[config.mk]
export PLATFORM = sky130hd
export DESIGN_NAME = pptn_div
export DESIGN_NICKNAME = d
export VERILOG_FILES = /design/src/design/pptn_pkg.sv /design/src/design/pptn_div.sv
export SDC_FILE = /design/constraint.sdc
export NUM_CORES = 1
export LEC_CHECK = 0
export ABC_AREA = 1
export BUFFER_PORTS_ARGS = -buffer_cell sky130_fd_sc_hd__buf_2
export CORE_ASPECT_RATIO = 0.6
export CORE_UTILIZATION = 25
export CTS_BUF_LIST = sky130_fd_sc_hd__clkbuf_16
export DETAILED_ROUTE_END_ITERATION = 16
export MAX_ROUTING_LAYER = met4
export PLACE_DENSITY = 0.49
export SETUP_SLACK_MARGIN = 0.15
export SLEW_MARGIN = 20
export SYNTH_ARGS = -nofsm -noshare
export SYNTH_HDL_FRONTEND = slang
export SYNTH_SLANG_ARGS = --single-unit
[constraint.sdc]
create_clock -name clk -period 25.5 [get_ports clk]
set_input_delay 7.65 -clock clk [delete_from_list [all_inputs] [get_ports clk]]
set_output_delay 7.65 -clock clk [all_outputs]
set_load 0.02 [all_outputs]
[src/design/pptn_pkg.sv]
package pptn_pkg;

  // quaternion component and rotation matrix entry widths
  localparam int QW = 16;
  localparam int MW = 35;

  // divider: 16 quotient bits over DIV_STAGES registers, DIV_STEPS bits each
  localparam int DIV_STEPS  = 4;
  localparam int DIV_STAGES = 4;

  typedef logic [31:0] div_acc_t;

  typedef enum logic [2:0] {
    REG_POSE_QUAT   = 3'd0,
    REG_SHIFT_X     = 3'd1,
    REG_SHIFT_Y     = 3'd2,
    REG_SHIFT_Z     = 3'd3,
    REG_RANGE_LIMIT = 3'd4,
    REG_INT_LIMITS  = 3'd5,
    REG_COLOR_OFFS  = 3'd6,
    REG_COLOR_SPANS = 3'd7
  } cfg_reg_t;

  // per-beat attribute flags carried alongside the divider pipeline
  typedef struct packed {
    logic        use_fix;
    logic [15:0] norm_fix;
    logic [7:0]  gray_fix;
    logic        sat_n;
    logic        sat_g;
    logic [2:0]  c_zero;
    logic [2:0]  c_sat;
  } attr_t;

  // restoring division steps: acc holds {remainder, dividend/quotient bits}
  function automatic div_acc_t div_chunk(div_acc_t acc, logic [15:0] span);
    div_acc_t    a;
    logic [16:0] t;
    logic [16:0] s;
    a = acc;
    for (int i = 0; i < DIV_STEPS; i++) begin
      t = {a[31:16], a[15]};
      s = t - {1'b0, span};
      if (t >= {1'b0, span}) begin
        a = {s[15:0], a[14:0], 1'b1};
      end else begin
        a = {t[15:0], a[14:0], 1'b0};
      end
    end
    return a;
  endfunction

endpackage

[src/design/pptn_div.sv]
module pptn_div
  import pptn_pkg::*;
(
  input  logic        clk,
  input  logic        en,
  input  div_acc_t    acc_in,
  input  logic [15:0] span,
  output logic [15:0] quo
);

  div_acc_t st [DIV_STAGES];

  always_ff @(posedge clk) begin
    if (en) begin
      st[0] <= div_chunk(acc_in, span);
      for (int s = 1; s < DIV_STAGES; s++) begin
        st[s] <= div_chunk(st[s-1], span);
      end
    end
  end

  assign quo = st[DIV_STAGES-1][15:0];

endmodule

==> summary.md <==
| Metric | Value |
|---|---|
| CTS H-tree lvls | 3 |
| Cell area after synthesis | between 15,000 and 20,000 um2 |
| Postcts setup bufs | 0 |
| All-Layer GR Usage | 0.184 |
| Arrival @ worst endpoint | around 17 ns |
| Top cells by area, synth | nand2_1, edfxtp_1, ha_1 |
| Clock sink total | around 110 |
| Synth async-reset ratio | 0 |
| Kind of critical path | in2reg |
| Core Rows | slightly below 80 |
| CP max-delay cell | a21oi_2 |
| Crit-path max cell delay | 0.73 ns |
| Yosys reg bits | ~110 |
| GRT Residual Overflow | 0 |
| Biggest register | st |
| EDFF count, synth | between 100 and 150 |
| Cells on Worst Hold Path | 0 |
| Final hold vios | 0 |
| Drt wl/cell | roughly 18 um |
| Worst-path maximum fanout | 22 |
| Final critical-path share of the clock period | 0.665 |
| Cts bufs inserted | 9 |
| Cells after Synth | roughly 2,800 |
| I/O pin count | between 60 and 70 |
| Post-CTS resize count | 0 |
| Fin. max-slew vios | 0 |
| Layout area overhead | 9.32% |
| Max-cap viol count | 0 |
| Clk Tree Root Cell | clkbuf_16 |
| Crit-path most repeated cell | nand2_1 |
| RSZ-0062 raised after global routing | no |
| Via count of the routed design | about 19,000 |
| Critical path required time | 25.80 ns |
| Count leader, synth | nand2_1 |
| Least-Margin Pin Slew | about 0.93 ns |
| Largest net degree at the start of global routing | 63 |
| Startpoint types | input pin |
| Sequential fraction of the synthesis area | 0.180 |
| Critical Path End Type | flop |
| Final routed DRC violation total | 0 |
| First-pass GRT wire length | between 100 and 150 mm |
| Post-route setup TNS | 0 ns |
| Peak Freq | ~59 MHz |
| CTS clk-pin slew, worst paths | roughly 0.090 ns |
| Clock skew | around 0.016 ns |
| Nets | between 3,000 and 4,000 |
| Syn Nets | ~3,100 |
| Initial DRT Pass Iterations | 5 |
| Die footprint | 75,900 um2 |
| Layout cells sized above 1 | 0.0707 |
| DRT iter0 DRCs | 1,742 |
| Hold buffer count at CTS | 0 |
| Vias in the first global route | around 16,000 |
| Skew-Pair Late Insertion Delay | roughly 0.44 ns |
| TritonCTS clock tree | done |
| Synth cell types | 55 |
| Most instantiated cells after synthesis | nand2_1, inv_1, ha_1 |
| Longest Clk Path Bufs | 2 |
| Die W | 355 um |
| Syn avg cell area | between 6 and 7 um2 |
| Endpoints failing setup | 0 |
| Starting Density | 0.253 |
| Post-synth top flop | edfxtp_1 |
| Leading area contributor after synthesis | nand2_1 |
| Outcome | finished, final reports clean |
| Placer Congestion | 0.919 |
| Reg2reg path depth | 44 |
| Max FFs per register | 112 |
| Core Area | 73,800 um2 |
| Post-synth top area share | 0.188 |
| DP Wirelength | approximately 52 mm |
| Initial antenna violation count | 1 |
| DRT antenna net count | 0 |
| Post-route minimum period | 16.96 ns |
| PortBufs | 65 |
| Vias per cell | 4.81 |
| Hold WS | ~0.42 ns |
| Filler cell count | between 8,000 and 9,000 |
| Synth warn | 0 |
| Die H | about 210 um |
| Wirelength, routed | between 60 and 70 mm |
| Biggest regs | st x112 |
| Hold Path Class | reg2reg |
| Rel. slew slack | 0.381 |
==> through the flow <==
stage | util | cells | setup slack [ns] | cell area (um2)
5_1_grt | 0.277 | 3861 | 7.62 | 20400
6_report | 0.277 | 3861 | 8.54 | 20400
2_1_floorplan | - | 2811 | 10.54 | 18700
3_5_place_dp | 0.273 | 3844 | 8.20 | 20100
3_3_place_gp | 0.273 | 3844 | 8.35 | 20100
4_1_cts | 0.277 | 3860 | 8.67 | 20400
==> worst max-delay path, delay by kind of cell <==
family,cells,cell delay (ns)
adder cells (fa/ha/maj),4,1.38
AND/OR/NAND/NOR,22,3.07
AO/OA/AOI/OAI,13,3.40
buffers and inverters,6,1.71
==> per-layer routing <==
layer  vias to the layer above  share of wire  GRT usage
li1                       9536              -          -
met1                      8408           0.57      0.300
met2                       565           0.35      0.223
met3                        47          0.068     0.0317
met4                         0          0.012     0.0326
met5                         -              0          -
==> path summary, 6_finish.rpt <==
kind,from,endpoint,slack [ns]
worst min-delay path,st[2][7],st[3][11],0.42
worst min register to register,st[2][7],st[3][11],0.42
worst max register to register,st[0][18],st[1][16],16.57
worst max-delay path,span[1],st[0][16],8.54
==> logic make-up after synthesis <==
kind of cell,synth area share
xor gates and xnor gates,0.0815
and+or+nand+nor,0.336
AOI/OAI and AO/OA,0.134
adders and majority gates,0.187
DFF,0.180
buffers and inverters,0.0818
==> layout by cell type (no fill, tap or decap), types with 4 or more instances in the layout <==
master,instances
o21ai_2,4
buf_2,64
nor2_1,123
nor4_1,8
buf_4,18
o211ai_1,5
nand3_4,6
nand2_4,10
inv_1,317
nand3_2,7
o2111ai_1,7
xnor2_1,79
ha_1,256
nand3b_1,12
o21ai_1,23
nor2_4,5
nor2_2,7
xor2_1,95
clkinv_1,5
edfxtp_1,112
nand2_1,937
a31oi_1,17
and3_1,4
clkbuf_16,9
a21oi_1,194
nand2_2,22
nor3_1,19
o21ai_0,127
inv_2,15
a21o_1,17
o21bai_1,11
a21boi_0,9
o21a_1,13
fa_1,15
or2_2,15
nand3_1,203
nand4_1,45
==> area by class of cell <==
| type | count | area (um2) | area share |
|---|---|---|---|
| multi-input combinational | 2325 | 13800 | 0.675 |
| sequential | 112 | 3360 | 0.165 |
| inverter | 337 | 1260 | 0.0619 |
| tap | 987 | 1230 | 0.0604 |
| timing repair buffer | 83 | 467 | 0.0228 |
| clock buffer | 9 | 225 | 0.0110 |
| clock inverter | 7 | 76.3 | 0.00373 |
| antenna | 1 | 2.50 | 0.000122 |
Power is left out: the tool's default activity adds up to more than one toggle a clock period on the data nets, which glitch-free logic cannot reach.
